==> src/hdl/jsad_pkg.sv <==
// ----------------------------------------------------------------------------
// jsad_pkg
// Shared types, constants and microcode ROM for the arcade drive core.
// ----------------------------------------------------------------------------
`default_nettype none

package jsad_pkg;

   localparam int STICK_W    = 8;
   localparam int MAG_W      = 7;
   localparam int LEVEL_W    = 15;
   localparam int GAIN_W     = 9;
   localparam int TRIM_W     = 17;
   localparam int MUL_A_W    = 22;
   localparam int MUL_B_W    = 23;
   localparam int PROD_W     = 45;
   localparam int GOAL_LSB   = 29;
   localparam int DMAG_W     = 25;
   localparam int ACC_W      = 17;
   localparam int CSR_IDX_W  = 3;
   localparam int CSR_DATA_W = 17;
   localparam int PC_W       = 4;

   // ceil(2^29 / 127): floor(x * GOAL_RECIP / 2^29) == floor(x / 127) for x < 2^22
   localparam logic [MUL_B_W-1:0] GOAL_RECIP = 23'd4227331;
   localparam logic [MAG_W-1:0]   SAT_MAX    = 7'd127;

   // register reset values
   localparam logic [6:0]        RST_DEAD_ZONE  = 7'd25;
   localparam logic [6:0]        RST_RISE_STEP  = 7'd50;
   localparam logic [6:0]        RST_FALL_STEP  = 7'd50;
   localparam logic [GAIN_W-1:0] RST_TURN_GAIN  = 9'd179;
   localparam logic [TRIM_W-1:0] RST_RIGHT_TRIM = 17'd65210;

   typedef enum logic [CSR_IDX_W-1:0] {
      CSR_DEAD_ZONE    = 3'd0,
      CSR_RISE_STEP    = 3'd1,
      CSR_FALL_STEP    = 3'd2,
      CSR_TURN_GAIN    = 3'd3,
      CSR_RIGHT_TRIM   = 3'd4,
      CSR_TURN_ASSIST  = 3'd5,
      CSR_REVERSE_MODE = 3'd6,
      CSR_CLIMB_MODE   = 3'd7
   } csr_idx_type;

   typedef enum logic [2:0] {
      MUL_NONE    = 3'd0,
      MUL_FSQ     = 3'd1,
      MUL_TSQ     = 3'd2,
      MUL_RECIP   = 3'd3,
      MUL_GAIN    = 3'd4,
      MUL_TRIM_LO = 3'd5,
      MUL_TRIM_HI = 3'd6
   } mul_sel_type;

   typedef enum logic [1:0] {
      SLEW_NONE = 2'd0,
      SLEW_FWD  = 2'd1,
      SLEW_TURN = 2'd2
   } slew_sel_type;

   typedef enum logic [2:0] {
      OP_NONE  = 3'd0,
      OP_MIX   = 3'd1,
      OP_ACC   = 3'd2,
      OP_RIGHT = 3'd3,
      OP_CLIMB = 3'd4
   } dp_op_type;

   typedef struct packed {
      mul_sel_type  mul_sel;
      slew_sel_type slew_sel;
      dp_op_type    op;
      logic         jmp_climb;
      logic         last;
   } ucode_word_type;

   typedef struct packed {
      logic           en;
      logic           done;
      ucode_word_type word;
   } ctrl_type;

   // program addresses
   localparam logic [PC_W-1:0] PC_F_SQ     = 4'd0;
   localparam logic [PC_W-1:0] PC_F_RECIP  = 4'd1;
   localparam logic [PC_W-1:0] PC_F_SLEW   = 4'd2;
   localparam logic [PC_W-1:0] PC_T_RECIP  = 4'd3;
   localparam logic [PC_W-1:0] PC_T_SLEW   = 4'd4;
   localparam logic [PC_W-1:0] PC_GAIN     = 4'd5;
   localparam logic [PC_W-1:0] PC_MIX      = 4'd6;
   localparam logic [PC_W-1:0] PC_TRIM_LO  = 4'd7;
   localparam logic [PC_W-1:0] PC_TRIM_HI  = 4'd8;
   localparam logic [PC_W-1:0] PC_RIGHT    = 4'd9;
   localparam logic [PC_W-1:0] PC_CLIMB    = 4'd10;

   function automatic ucode_word_type ucode_rom(input logic [PC_W-1:0] pc);
      ucode_word_type w;
      w = '{mul_sel: MUL_NONE, slew_sel: SLEW_NONE, op: OP_NONE,
            jmp_climb: 1'b0, last: 1'b0};
      case (pc)
         PC_F_SQ:    w.mul_sel = MUL_FSQ;
         PC_F_RECIP: w.mul_sel = MUL_RECIP;
         PC_F_SLEW: begin
            w.slew_sel = SLEW_FWD;
            w.mul_sel  = MUL_TSQ;
         end
         PC_T_RECIP: w.mul_sel = MUL_RECIP;
         PC_T_SLEW: begin
            w.slew_sel  = SLEW_TURN;
            w.jmp_climb = 1'b1;
         end
         PC_GAIN:    w.mul_sel = MUL_GAIN;
         PC_MIX:     w.op = OP_MIX;
         PC_TRIM_LO: w.mul_sel = MUL_TRIM_LO;
         PC_TRIM_HI: begin
            w.mul_sel = MUL_TRIM_HI;
            w.op      = OP_ACC;
         end
         PC_RIGHT: begin
            w.op   = OP_RIGHT;
            w.last = 1'b1;
         end
         PC_CLIMB: begin
            w.op   = OP_CLIMB;
            w.last = 1'b1;
         end
         default:    w.last = 1'b1;
      endcase
      return w;
   endfunction

endpackage

`default_nettype wire

==> src/hdl/joystick_slew_arcade_drive_core.sv <==
// ----------------------------------------------------------------------------
// joystick_slew_arcade_drive_core
// Arcade drive with deadzone, turn assist, squared response, slew limiting,
// turn gain, right-side trim and climb mode.
// ----------------------------------------------------------------------------
// Each request runs as one microcode program (shorter in climb mode) on the
//   single shared 22x23 multiplier; a new request is taken only once the
//   sequencer is idle again.
// A new request is taken while a finished response still waits; the last
//   program step then stalls until the response register is free.
// Reset: registers to defaults, slew levels to zero, sequencer idle, no response.
`default_nettype none

module joystick_slew_arcade_drive_core (
   input  wire logic                                 clock,
   input  wire logic                                 reset,
   // request channel
   input  wire logic                                 req_valid,
   output logic                                      req_ready,
   input  wire logic signed [jsad_pkg::STICK_W-1:0]  req_fwd_stick,
   input  wire logic signed [jsad_pkg::STICK_W-1:0]  req_side_stick,
   input  wire logic signed [jsad_pkg::STICK_W-1:0]  req_turn_stick,
   // response channel
   output logic                                      rsp_valid,
   input  wire logic                                 rsp_ready,
   output logic signed [jsad_pkg::STICK_W-1:0]       rsp_left_drive,
   output logic signed [jsad_pkg::STICK_W-1:0]       rsp_right_drive,
   // register write port
   input  wire logic                                 csr_we,
   input  wire logic [jsad_pkg::CSR_IDX_W-1:0]       csr_index,
   input  wire logic [jsad_pkg::CSR_DATA_W-1:0]      csr_wdata
);

   // ---------------------------------------------------------------------
   // Configuration registers
   // ---------------------------------------------------------------------
   logic [6:0]                    dead_zone_ff,    dead_zone_in;
   logic [6:0]                    rise_step_ff,    rise_step_in;
   logic [6:0]                    fall_step_ff,    fall_step_in;
   logic [jsad_pkg::GAIN_W-1:0]   turn_gain_ff,    turn_gain_in;
   logic [jsad_pkg::TRIM_W-1:0]   right_trim_ff,   right_trim_in;
   logic                          turn_assist_ff,  turn_assist_in;
   logic                          reverse_mode_ff, reverse_mode_in;
   logic                          climb_mode_ff,   climb_mode_in;

   always_comb begin
      dead_zone_in    = dead_zone_ff;
      rise_step_in    = rise_step_ff;
      fall_step_in    = fall_step_ff;
      turn_gain_in    = turn_gain_ff;
      right_trim_in   = right_trim_ff;
      turn_assist_in  = turn_assist_ff;
      reverse_mode_in = reverse_mode_ff;
      climb_mode_in   = climb_mode_ff;
      if (csr_we) begin
         case (jsad_pkg::csr_idx_type'(csr_index))
            jsad_pkg::CSR_DEAD_ZONE:    dead_zone_in    = csr_wdata[6:0];
            jsad_pkg::CSR_RISE_STEP:    rise_step_in    = csr_wdata[6:0];
            jsad_pkg::CSR_FALL_STEP:    fall_step_in    = csr_wdata[6:0];
            jsad_pkg::CSR_TURN_GAIN:    turn_gain_in    = csr_wdata[jsad_pkg::GAIN_W-1:0];
            jsad_pkg::CSR_RIGHT_TRIM:   right_trim_in   = csr_wdata[jsad_pkg::TRIM_W-1:0];
            jsad_pkg::CSR_TURN_ASSIST:  turn_assist_in  = csr_wdata[0];
            jsad_pkg::CSR_REVERSE_MODE: reverse_mode_in = csr_wdata[0];
            jsad_pkg::CSR_CLIMB_MODE:   climb_mode_in   = csr_wdata[0];
            default: ;
         endcase
      end
   end

   always_ff @(posedge clock) begin
      if (reset) begin
         dead_zone_ff    <= jsad_pkg::RST_DEAD_ZONE;
         rise_step_ff    <= jsad_pkg::RST_RISE_STEP;
         fall_step_ff    <= jsad_pkg::RST_FALL_STEP;
         turn_gain_ff    <= jsad_pkg::RST_TURN_GAIN;
         right_trim_ff   <= jsad_pkg::RST_RIGHT_TRIM;
         turn_assist_ff  <= 1'b1;
         reverse_mode_ff <= 1'b0;
         climb_mode_ff   <= 1'b0;
      end else begin
         dead_zone_ff    <= dead_zone_in;
         rise_step_ff    <= rise_step_in;
         fall_step_ff    <= fall_step_in;
         turn_gain_ff    <= turn_gain_in;
         right_trim_ff   <= right_trim_in;
         turn_assist_ff  <= turn_assist_in;
         reverse_mode_ff <= reverse_mode_in;
         climb_mode_ff   <= climb_mode_in;
      end
   end

   // ---------------------------------------------------------------------
   // Sequencer
   // ---------------------------------------------------------------------
   logic                 start;
   logic                 busy;
   logic                 out_free;
   jsad_pkg::ctrl_type   ctrl;

   // ready only gates on the sequencer; a pending response does not block
   assign req_ready = !busy;
   assign start     = req_valid && req_ready;

   logic rsp_valid_ff, rsp_valid_in;
   assign out_free = !rsp_valid_ff || rsp_ready;

   jsad_useq u_useq (
      .clock    (clock),
      .reset    (reset),
      .start    (start),
      .climb    (climb_mode_ff),
      .out_free (out_free),
      .busy     (busy),
      .ctrl     (ctrl)
   );

   // ---------------------------------------------------------------------
   // Datapath
   // ---------------------------------------------------------------------
   logic signed [jsad_pkg::STICK_W-1:0] res_left, res_right;

   jsad_datapath u_datapath (
      .clock        (clock),
      .reset        (reset),
      .start        (start),
      .fwd_stick    (req_fwd_stick),
      .side_stick   (req_side_stick),
      .turn_stick   (req_turn_stick),
      .dead_zone    (dead_zone_ff),
      .rise_step    (rise_step_ff),
      .fall_step    (fall_step_ff),
      .turn_gain    (turn_gain_ff),
      .right_trim   (right_trim_ff),
      .turn_assist  (turn_assist_ff),
      .reverse_mode (reverse_mode_ff),
      .ctrl         (ctrl),
      .res_left     (res_left),
      .res_right    (res_right)
   );

   // ---------------------------------------------------------------------
   // Response register
   // ---------------------------------------------------------------------
   logic signed [jsad_pkg::STICK_W-1:0] rsp_left_ff, rsp_left_in;
   logic signed [jsad_pkg::STICK_W-1:0] rsp_right_ff, rsp_right_in;

   always_comb begin
      rsp_valid_in = ctrl.done || (rsp_valid_ff && !rsp_ready);
      rsp_left_in  = ctrl.done ? res_left  : rsp_left_ff;
      rsp_right_in = ctrl.done ? res_right : rsp_right_ff;
   end

   always_ff @(posedge clock) begin
      if (reset) begin
         rsp_valid_ff <= 1'b0;
      end else begin
         rsp_valid_ff <= rsp_valid_in;
      end
   end

   always_ff @(posedge clock) begin
      rsp_left_ff  <= rsp_left_in;
      rsp_right_ff <= rsp_right_in;
   end

   assign rsp_valid       = rsp_valid_ff;
   assign rsp_left_drive  = rsp_left_ff;
   assign rsp_right_drive = rsp_right_ff;

   // ---------------------------------------------------------------------
   // Assertions
   // ---------------------------------------------------------------------
   // an accepted request occupies the sequencer on the next cycle
   a_start_busy: assert property (@(posedge clock) disable iff (reset)
      start |=> (busy && !req_ready))
      else $error("sequencer not busy after request accept");

   // the final step never overwrites a response still waiting
   a_no_overwrite: assert property (@(posedge clock) disable iff (reset)
      ctrl.done |-> (!rsp_valid_ff || rsp_ready))
      else $error("response overwritten while pending");

   // a finished program always presents a response
   a_done_valid: assert property (@(posedge clock) disable iff (reset)
      ctrl.done |=> rsp_valid)
      else $error("program finished without a response");

   // no microcode step runs while idle
   a_step_busy: assert property (@(posedge clock) disable iff (reset)
      ctrl.en |-> busy)
      else $error("microcode step while idle");

endmodule

`default_nettype wire

==> src/hdl/jsad_useq.sv <==
// ----------------------------------------------------------------------------
// jsad_useq
// Microcode sequencer: step counter, control ROM, climb branch, output stall.
// ----------------------------------------------------------------------------
`default_nettype none

module jsad_useq (
   input  wire logic               clock,
   input  wire logic               reset,
   input  wire logic               start,
   input  wire logic               climb,
   input  wire logic               out_free,
   output logic                    busy,
   output jsad_pkg::ctrl_type      ctrl
);

   logic                          busy_ff, busy_in;
   logic [jsad_pkg::PC_W-1:0]     pc_ff, pc_in;
   jsad_pkg::ucode_word_type      word;
   logic                          step_en;

   assign word    = jsad_pkg::ucode_rom(pc_ff);
   // last step holds until the response slot is free
   assign step_en = busy_ff && !(word.last && !out_free);

   always_comb begin
      busy_in = busy_ff;
      pc_in   = pc_ff;
      if (start) begin
         busy_in = 1'b1;
         pc_in   = jsad_pkg::PC_F_SQ;
      end else if (step_en) begin
         if (word.last) begin
            busy_in = 1'b0;
         end else if (word.jmp_climb && climb) begin
            pc_in = jsad_pkg::PC_CLIMB;
         end else begin
            pc_in = pc_ff + 4'd1;
         end
      end
   end

   always_ff @(posedge clock) begin
      if (reset) begin
         busy_ff <= 1'b0;
         pc_ff   <= jsad_pkg::PC_F_SQ;
      end else begin
         busy_ff <= busy_in;
         pc_ff   <= pc_in;
      end
   end

   assign busy      = busy_ff;
   assign ctrl.en   = step_en;
   assign ctrl.done = step_en && word.last;
   assign ctrl.word = word;

endmodule

`default_nettype wire

==> src/hdl/jsad_datapath.sv <==
// ----------------------------------------------------------------------------
// jsad_datapath
// Stick conditioning, shared multiplier, slew limiter, mixer and saturation.
// ----------------------------------------------------------------------------
`default_nettype none

module jsad_datapath (
   input  wire logic                                clock,
   input  wire logic                                reset,
   input  wire logic                                start,
   input  wire logic signed [jsad_pkg::STICK_W-1:0] fwd_stick,
   input  wire logic signed [jsad_pkg::STICK_W-1:0] side_stick,
   input  wire logic signed [jsad_pkg::STICK_W-1:0] turn_stick,
   input  wire logic [6:0]                          dead_zone,
   input  wire logic [6:0]                          rise_step,
   input  wire logic [6:0]                          fall_step,
   input  wire logic [jsad_pkg::GAIN_W-1:0]         turn_gain,
   input  wire logic [jsad_pkg::TRIM_W-1:0]         right_trim,
   input  wire logic                                turn_assist,
   input  wire logic                                reverse_mode,
   input  wire jsad_pkg::ctrl_type                  ctrl,
   output logic signed [jsad_pkg::STICK_W-1:0]      res_left,
   output logic signed [jsad_pkg::STICK_W-1:0]      res_right
);

   localparam int LW = jsad_pkg::LEVEL_W;
   localparam int MW = jsad_pkg::MAG_W;

   function automatic logic [7:0] mag8(input logic signed [7:0] v);
      return v[7] ? 8'(-v) : 8'(v);
   endfunction

   function automatic logic [MW-1:0] clamp7(input logic [7:0] m);
      return m[7] ? jsad_pkg::SAT_MAX : m[MW-1:0];
   endfunction

   function automatic logic [MW-1:0] sat7(input logic [10:0] m);
      return (m > 11'(jsad_pkg::SAT_MAX)) ? jsad_pkg::SAT_MAX : m[MW-1:0];
   endfunction

   function automatic logic signed [7:0] apply_sign(input logic [MW-1:0] m,
                                                    input logic neg);
      logic signed [7:0] p;
      p = $signed({1'b0, m});
      return neg ? -p : p;
   endfunction

   function automatic logic [LW-1:0] slew_next(input logic [LW-1:0] level,
                                               input logic [LW-1:0] goal,
                                               input logic [6:0]    rise,
                                               input logic [6:0]    fall);
      logic [LW-1:0] up, dn, diff, nxt;
      up = {rise, 8'b0};
      dn = {fall, 8'b0};
      if (goal > level) begin
         diff = goal - level;
         nxt  = (diff > up) ? level + up : goal;
      end else begin
         diff = level - goal;
         nxt  = (diff > dn) ? level - dn : goal;
      end
      return nxt;
   endfunction

   // captured stick magnitudes and signs
   logic [MW-1:0] fm_ff, fm_in, tm_ff, tm_in;
   logic          fneg_ff, fneg_in, fnz_ff, fnz_in;
   logic          tneg_ff, tneg_in, tnz_ff, tnz_in;

   // slew state
   logic [LW-1:0] fwd_level_ff, fwd_level_in, turn_level_ff, turn_level_in;

   // working registers
   logic [jsad_pkg::PROD_W-1:0]       prod_ff, prod_in;
   logic signed [7:0]                 left_ff, left_in;
   logic [jsad_pkg::DMAG_W-1:0]       dmag_ff, dmag_in;
   logic                              dneg_ff, dneg_in;
   logic [jsad_pkg::ACC_W-1:0]        acc_ff, acc_in;

   // stick conditioning
   logic [7:0] f_mag, s_mag, s_eff, t_mag, t_sel;
   logic       s_keep, s_neg, use_side, t_neg;

   always_comb begin
      f_mag    = mag8(fwd_stick);
      s_mag    = mag8(side_stick);
      t_mag    = mag8(turn_stick);
      s_keep   = s_mag >= {1'b0, dead_zone};
      s_eff    = s_keep ? s_mag : 8'd0;
      s_neg    = s_keep && side_stick[7];
      use_side = turn_assist && (t_mag < s_eff);
      t_sel    = use_side ? s_eff : t_mag;
      t_neg    = use_side ? s_neg : turn_stick[7];
      fm_in    = clamp7(f_mag);
      fneg_in  = fwd_stick[7];
      fnz_in   = |f_mag;
      tm_in    = clamp7(t_sel);
      tneg_in  = t_neg;
      tnz_in   = |t_sel;
   end

   // shared multiplier
   logic [jsad_pkg::MUL_A_W-1:0] mul_a;
   logic [jsad_pkg::MUL_B_W-1:0] mul_b;
   logic [jsad_pkg::PROD_W-1:0]  mul_p;

   always_comb begin
      case (ctrl.word.mul_sel)
         jsad_pkg::MUL_FSQ: begin
            mul_a = jsad_pkg::MUL_A_W'(fm_ff);
            mul_b = jsad_pkg::MUL_B_W'(fm_ff);
         end
         jsad_pkg::MUL_TSQ: begin
            mul_a = jsad_pkg::MUL_A_W'(tm_ff);
            mul_b = jsad_pkg::MUL_B_W'(tm_ff);
         end
         jsad_pkg::MUL_RECIP: begin
            mul_a = {prod_ff[13:0], 8'b0};
            mul_b = jsad_pkg::GOAL_RECIP;
         end
         jsad_pkg::MUL_GAIN: begin
            mul_a = jsad_pkg::MUL_A_W'(turn_level_ff);
            mul_b = jsad_pkg::MUL_B_W'(turn_gain);
         end
         jsad_pkg::MUL_TRIM_LO: begin
            mul_a = jsad_pkg::MUL_A_W'(dmag_ff[15:0]);
            mul_b = jsad_pkg::MUL_B_W'(right_trim);
         end
         jsad_pkg::MUL_TRIM_HI: begin
            mul_a = jsad_pkg::MUL_A_W'(dmag_ff[jsad_pkg::DMAG_W-1:16]);
            mul_b = jsad_pkg::MUL_B_W'(right_trim);
         end
         default: begin
            mul_a = '0;
            mul_b = '0;
         end
      endcase
   end

   assign mul_p = mul_a * mul_b;

   // slew limiter
   logic [LW-1:0] goal, slew_cur, slew_res;

   assign goal     = prod_ff[jsad_pkg::GOAL_LSB+LW-1:jsad_pkg::GOAL_LSB];
   assign slew_cur = (ctrl.word.slew_sel == jsad_pkg::SLEW_TURN) ? turn_level_ff
                                                                 : fwd_level_ff;
   assign slew_res = slew_next(slew_cur, goal, rise_step, fall_step);

   // mixer: F and T in Q16, sign-magnitude
   logic [25:0]        f_pos, t_pos, sum_mag, dif_mag;
   logic signed [25:0] f_s, t_s, sum_s, dif_s;
   logic               t_neg_eff;

   always_comb begin
      f_pos     = {3'b0, fwd_level_ff, 8'b0};
      t_pos     = {2'b0, prod_ff[23:0]};
      t_neg_eff = tneg_ff ^ reverse_mode;
      f_s       = !fnz_ff ? 26'sd0 : (fneg_ff ? -$signed(f_pos) : $signed(f_pos));
      t_s       = !tnz_ff ? 26'sd0 : (t_neg_eff ? -$signed(t_pos) : $signed(t_pos));
      sum_s     = f_s + t_s;
      dif_s     = f_s - t_s;
      sum_mag   = sum_s[25] ? 26'(-sum_s) : 26'(sum_s);
      dif_mag   = dif_s[25] ? 26'(-dif_s) : 26'(dif_s);
   end

   // right side: ((dh * trim) + ((dl * trim) >> 16)) >> 16
   logic [26:0] right_sum;
   logic signed [7:0] right_val, climb_val;

   assign right_sum = {1'b0, prod_ff[25:0]} + 27'(acc_ff);
   assign right_val = apply_sign(sat7(right_sum[26:16]), dneg_ff);
   assign climb_val = $signed({1'b0, fwd_level_ff[LW-1:8]});

   always_comb begin
      fwd_level_in  = fwd_level_ff;
      turn_level_in = turn_level_ff;
      prod_in       = prod_ff;
      left_in       = left_ff;
      dmag_in       = dmag_ff;
      dneg_in       = dneg_ff;
      acc_in        = acc_ff;
      if (ctrl.en) begin
         if (ctrl.word.slew_sel == jsad_pkg::SLEW_FWD) begin
            fwd_level_in = slew_res;
         end
         if (ctrl.word.slew_sel == jsad_pkg::SLEW_TURN) begin
            turn_level_in = slew_res;
         end
         if (ctrl.word.mul_sel != jsad_pkg::MUL_NONE) begin
            prod_in = mul_p;
         end
         if (ctrl.word.op == jsad_pkg::OP_MIX) begin
            left_in = apply_sign(sat7({2'b0, sum_mag[24:16]}), sum_s[25]);
            dmag_in = dif_mag[jsad_pkg::DMAG_W-1:0];
            dneg_in = dif_s[25];
         end
         if (ctrl.word.op == jsad_pkg::OP_ACC) begin
            acc_in = prod_ff[32:16];
         end
      end
   end

   always_ff @(posedge clock) begin
      if (reset) begin
         fwd_level_ff  <= '0;
         turn_level_ff <= '0;
      end else begin
         fwd_level_ff  <= fwd_level_in;
         turn_level_ff <= turn_level_in;
      end
   end

   always_ff @(posedge clock) begin
      if (start) begin
         fm_ff   <= fm_in;
         fneg_ff <= fneg_in;
         fnz_ff  <= fnz_in;
         tm_ff   <= tm_in;
         tneg_ff <= tneg_in;
         tnz_ff  <= tnz_in;
      end
      prod_ff <= prod_in;
      left_ff <= left_in;
      dmag_ff <= dmag_in;
      dneg_ff <= dneg_in;
      acc_ff  <= acc_in;
   end

   always_comb begin
      case (ctrl.word.op)
         jsad_pkg::OP_CLIMB: begin
            res_left  = climb_val;
            res_right = climb_val;
         end
         default: begin
            res_left  = left_ff;
            res_right = right_val;
         end
      endcase
   end

endmodule

`default_nettype wire

==> config.mk <==
export PLATFORM = sky130hd
export DESIGN_NAME = joystick_slew_arcade_drive_core
export DESIGN_NICKNAME = d
export VERILOG_FILES = /design/src/hdl/jsad_pkg.sv /design/src/hdl/joystick_slew_arcade_drive_core.sv /design/src/hdl/jsad_useq.sv /design/src/hdl/jsad_datapath.sv
export SDC_FILE = /design/constraint.sdc
export NUM_CORES = 2
export LEC_CHECK = 0
export BUFFER_PORTS_ARGS = -buffer_cell sky130_fd_sc_hd__buf_4
export CORE_AREA = 2 2 350 352
export CTS_CLUSTER_DIAMETER = 40
export DETAILED_ROUTE_END_ITERATION = 12
export DIE_AREA = 0 0 352 354
export GPL_TIMING_DRIVEN = 0
export PLACE_DENSITY = 0.42
export SETUP_SLACK_MARGIN = 0.2
export SLEW_MARGIN = 5
export SYNTH_ARGS = -nofsm -noshare
export SYNTH_HDL_FRONTEND = slang
export SYNTH_HIERARCHICAL = 1
export SYNTH_SLANG_ARGS = --single-unit
==> constraint.sdc <==
create_clock -name clock -period 20.8 [get_ports clock]
set_input_delay 1.04 -clock clock [delete_from_list [all_inputs] [get_ports clock]]
set_output_delay 1.04 -clock clock [all_outputs]
set_load 0.02 [all_outputs]
Word-level counts from Yosys, hierarchy flattened
Index checks and enable logic that the tools add are counted.

$add $sub $neg: 17. $mul: 1. Magnitude comparators: 7. Equal/unequal tests: 29. Muxes and demuxes: 33. Bitwise operators: 2. Reduce and logical (&&, ||, !) cells: 41.

Operators by type and width (count): case mux 22 bit (6 select lines) (1); case mux 23 bit (5 select lines) (1); two-way mux 26 bit (4); two-way mux 15 bit (4); two-way mux 25 bit (2); negation 25 bit (2); > comparator 15 bit (3); subtractor 15 bit (3); multiplier 22 x 23 -> 44 bit (1); two-way mux 7 bit (6); two-way mux 8 bit (5); AND reduction 2 bit (15); adder 26 x 17 -> 27 bit (1); adder 26 bit (1); negation 23 -> 26 bit (1); negation 24 -> 26 bit (1); subtractor 26 bit (1); == test 3 bit, second input constant (8); negation 8 bit (3); case mux 3 bit (6 select lines) (1); == test 4 x 3 -> 1 bit, second input constant (4); negation 7 -> 8 bit (2); OR reduction 8 bit (2); adder 15 bit (1); other kinds (28) (57).

Register bits after elaboration: 215. Input port bits: 49. Output and inout bits: 18. Word-level logic and storage cells: 159.

Depth between registers and ports, before layout
Depth in word-level cells: 10. Depth in mapped cells: 40. Mapped depth without buffers: 35.

Cells and area by module
The synthesis kept the hierarchy.

By module, submodules not included: jsad_datapath (times used 1, cells an instance 3131, area each 27000.9 µm², sequential area each 3993.8 µm²); joystick_slew_arcade_drive_core (times used 1, cells an instance 221, area each 2572.5 µm², sequential area each 1501.4 µm²); jsad_useq (times used 1, cells an instance 55, area each 465.4 µm², sequential area each 100.1 µm²).

Worst setup path before layout
No wires, ideal clock.

Kind: flip-flop to flip-flop. Start: register u_useq/pc_ff[0] (netlist bit). End: register u_datapath/prod_ff[42] (netlist bit), data pin. Library setup time: 0.257 ns. Arrival: 8.708 ns. Required time: 20.543 ns. Slack: 11.835 ns. Cell stages (with the launch flop): 37. Buffers on the path: 4. Clock period less this slack: 8.965 ns. Cells stage by stage: dfxtp_1 > ha_1 > o31ai_1 > a21oi_1 > clkbuf_1 > nor2b_1 > clkbuf_1 > or2_2 > clkbuf_1 > clkbuf_1 > nand2_1 > a31oi_1 > nand2_1 > fa_1 > inv_1 > fa_1 > inv_1 > fa_1 > inv_1 > fa_1 > fa_1 > fa_1 > inv_1 > fa_1 > inv_1 > ha_1 > a21o_1 > a21o_1 > a221o_1 > inv_1 > nand2_1 > a21oi_1 > o211ai_1 > a221oi_1 > nor2_1 > o221a_2 > xor2_1.

RTL lines: start: declaration (line jsad_useq.sv:18) `logic [jsad_pkg::PC_W-1:0] pc_ff, pc_in;`; start signal: assignment (line jsad_useq.sv:46) `pc_ff <= jsad_pkg::PC_F_SQ;`; start signal: assignment (line jsad_useq.sv:49) `pc_ff <= pc_in;`; end signal: assignment (line jsad_datapath.sv:223) `prod_ff <= prod_in;`; end: declaration (line jsad_datapath.sv:74) `logic [jsad_pkg::PROD_W-1:0] prod_ff, prod_in;`.

==> results.sh <==
export IMPL_status="finished, final reports clean"
export IMPL_clock_latency_ns=0.56
export IMPL_power_total_w=0.00351
export IMPL_io_buffers=61
export IMPL_tightest_slew_ns=1.27
export IMPL_path_class="register to register"
export IMPL_end_kind="register"
export IMPL_h_tree_depth=2
export IMPL_overflow=0
export IMPL_powerDensity_mw_per_mm2=103
export IMPL_yosysSeqAreaShare=0.186
export IMPL_cts_sinks=215
export IMPL_cts_clk_slew_worst_paths_ns=0.05
export IMPL_slowest_stage="a21oi_1"
export IMPL_required_ns=21.08
export IMPL_r2r_cells=35
export IMPL_dp_hpwl_microns=85700
export IMPL_multi_input_area_sq_mm=0.0221
export IMPL_leakagePower_nw=16.1
export IMPL_num_vias=23800
export IMPL_cts_buffers=37
export IMPL_wire_per_inst_microns=19.3
export IMPL_synth_edf_count=129
export IMPL_max_cap_violations=0
export IMPL_max_stage_delay_ns=0.87
export IMPL_async_reset_ff_frac=0
export IMPL_antenna_found_initial=4
export IMPL_fin_nets=4269
export IMPL_fp_dieW_microns=352
export IMPL_wl_microns=102000
export IMPL_max_slew_margin=0.146
export IMPL_gp_congestion=0.867
export IMPL_synth_top_area_frac=0.211
export IMPL_setup_viol=0
export IMPL_grt_start_max_net_pins=31
export IMPL_hold_buffers=0
export IMPL_synth_warnings=6
export IMPL_fill_cells=13100
export IMPL_syn_to_final_growth_pct=13.9
export IMPL_final_common_cell="inv_1"
export IMPL_finalClockSkew_ns=0.0374
export IMPL_fin_ws_ns=8.35
export IMPL_post_cts_buffers=0
export IMPL_hold_viol=0
export IMPL_fin_crit_ns=12.45
export IMPL_die_y_microns=354
export IMPL_netlist_area_sq_mm=0.0300
export IMPL_hold_path_class="register to register"
export IMPL_ant_nets=0
export IMPL_ys_ff_latch=215
export IMPL_dp_cells=5189
export IMPL_clock_root_buffer="clkbuf_16"
export IMPL_dr_pass1_iters=6
export IMPL_row_count=128
export IMPL_placedInstanceArea_sq_mm=0.0330
export IMPL_cts_resized=0
export IMPL_grt_pass1_vias=24100
export IMPL_power_switching_w=0.00172
export IMPL_cp_max_fo=10
export IMPL_ios=67
export IMPL_seqCellArea_sq_mm=0.00560
export IMPL_cp_start_kind="register"
export IMPL_drive_gt1_frac=0.0732
export IMPL_grt_pass1_wl_microns=154000
export IMPL_gr_usage_met2=0.255
export IMPL_drcViolationCount=0
export IMPL_cts_tree="built"
export IMPL_p_sw_frac=0.489
export IMPL_ir_worst_vdd_v=0.0000864
export IMPL_top_usage_layer="met2"
export IMPL_synth_area_leaders="fa_1 (21%), edfxtp_1 (13%), ha_1 (13%)"
export IMPL_final_max_slew_viol_count=0
export IMPL_mostFrequentLayoutCells="inv_1 (558), nand2_1 (362), fa_1 (316), ha_1 (301), nor2_1 (225)"
export IMPL_holdPathStages=0
export IMPL_layout_cells_non_filler=5259
export IMPL_arrival_ns=12.73
export IMPL_clkPwrFrac=0.170
export IMPL_synthCells=3407
export IMPL_grt_use_total=0.163
export IMPL_start_util=0.248
export IMPL_grt_util_met3=0.0265
export IMPL_post_place_ws_ns=8.44
export IMPL_cts_buffer_depth=3
export IMPL_drt_initial_drc_count=1458
export IMPL_vias_per_cell=4.53
export IMPL_synth_area_leader_cell="fa_1"
export IMPL_max_freq_mhz=80.3
export IMPL_die_area_sq_mm=0.125
export IMPL_finalSetupTns_ns=0
export IMPL_seqPwrFrac=0.187
export IMPL_internal_power_w=0.00179
export IMPL_synthDistinctLibCells=105
export IMPL_syn_avg_cell_area_sq_um=8.82
export IMPL_core_sq_mm=0.121
export IMPL_fin_crit_sh=0.599
export IMPL_ys_flop_type="edfxtp_1"
export IMPL_grt_setup_unrepaired="false"
export IMPL_met1_usage=0.231
export IMPL_final_area_sq_mm=0.0342
export IMPL_pwr_share_comb=0.643
[final timing paths]
check                              start                     end  slack, ns
hold / removal    u_datapath/prod_ff[26]   u_datapath/acc_ff[10]       0.41
setup / recovery         u_useq/pc_ff[0]  u_datapath/prod_ff[42]       8.35
hold reg to reg   u_datapath/prod_ff[26]   u_datapath/acc_ff[10]       0.41
setup reg to reg         u_useq/pc_ff[0]  u_datapath/prod_ff[42]       8.35
[registers in the layout, summed over array words and instances (netlist names), 9 cells and up]
register / cells
u_datapath/turn_level_ff: 15
u_datapath/prod_ff: 44
turn_gain_ff: 9
u_datapath/fwd_level_ff: 15
u_datapath/acc_ff: 17
right_trim_ff: 17
u_datapath/dmag_ff: 25
[kinds of logic after synthesis]
kind of cell,Yosys count,synth area share
AOI/OAI and AO/OA,558,0.126
xor gates and xnor gates,181,0.0530
adders and majority gates,617,0.336
buffers and inverters,693,0.0909
DFF,215,0.186
muxes,115,0.0389
other,2,0.000250
and+or+nand+nor,1026,0.169
[per-layer routing]
layer  share of wire  up-vias
li1                -    11600
met1            0.49    11600
met2            0.44      459
met3           0.049      107
met4           0.027        0
met5               0        -
[cell usage after synthesis, types with 44 or more instances]
| cell type | instances |
|---|---|
| nor2_1 | 226 |
| nand2b_1 | 74 |
| fa_1 | 316 |
| a21o_1 | 54 |
| xnor2_1 | 135 |
| xor2_1 | 45 |
| o21ai_0 | 111 |
| nand2_1 | 362 |
| a21oi_1 | 131 |
| ha_1 | 301 |
| dfxtp_1 | 86 |
| and2_1 | 70 |
| clkbuf_1 | 88 |
| inv_1 | 558 |
| edfxtp_1 | 129 |
| mux2i_1 | 102 |
| nor3_1 | 44 |
[worst max-delay path, delay by kind of cell, from the launching register on]
kind	cells	cell delay (ns)
simple gates	5	0.83
compound gates	11	3.71
buf+inv	9	2.89
fa+ha+maj	9	3.88
xor+xnor	1	0.46
flops	1	0.36
[power groups by stage]
stage                     logic [W]  registers, W  clock network [W]
after floorplan             0.00159      0.000615                  0
after global placement      0.00229      0.000664                  0
after detailed placement    0.00227      0.000663                  0
after CTS                   0.00230      0.000655           0.000614
after global routing        0.00255      0.000660           0.000632
final                       0.00226      0.000655           0.000598
[area by class of cell]
cell class,instances,share of cell area
Multi-Input combinational cell,2583,0.645
Sequential cell,215,0.164
Inverter,560,0.0618
Tap cell,1625,0.0594
Clock buffer,44,0.0284
Buffer,133,0.0180
Timing Repair Buffer,73,0.0166
Clock inverter,24,0.00662
Antenna cell,2,0.000146
[metrics by stage]
stage / hold WS, ns / util
6_report: 0.415 / 0.283
5_1_grt: 0.418 / 0.283
4_1_cts: 0.415 / 0.283
3_5_place_dp: 0.421 / 0.273
3_3_place_gp: 0.409 / 0.272
2_1_floorplan: 0.400 / -
No activity file was read; power rests on OpenSTA's default activity.
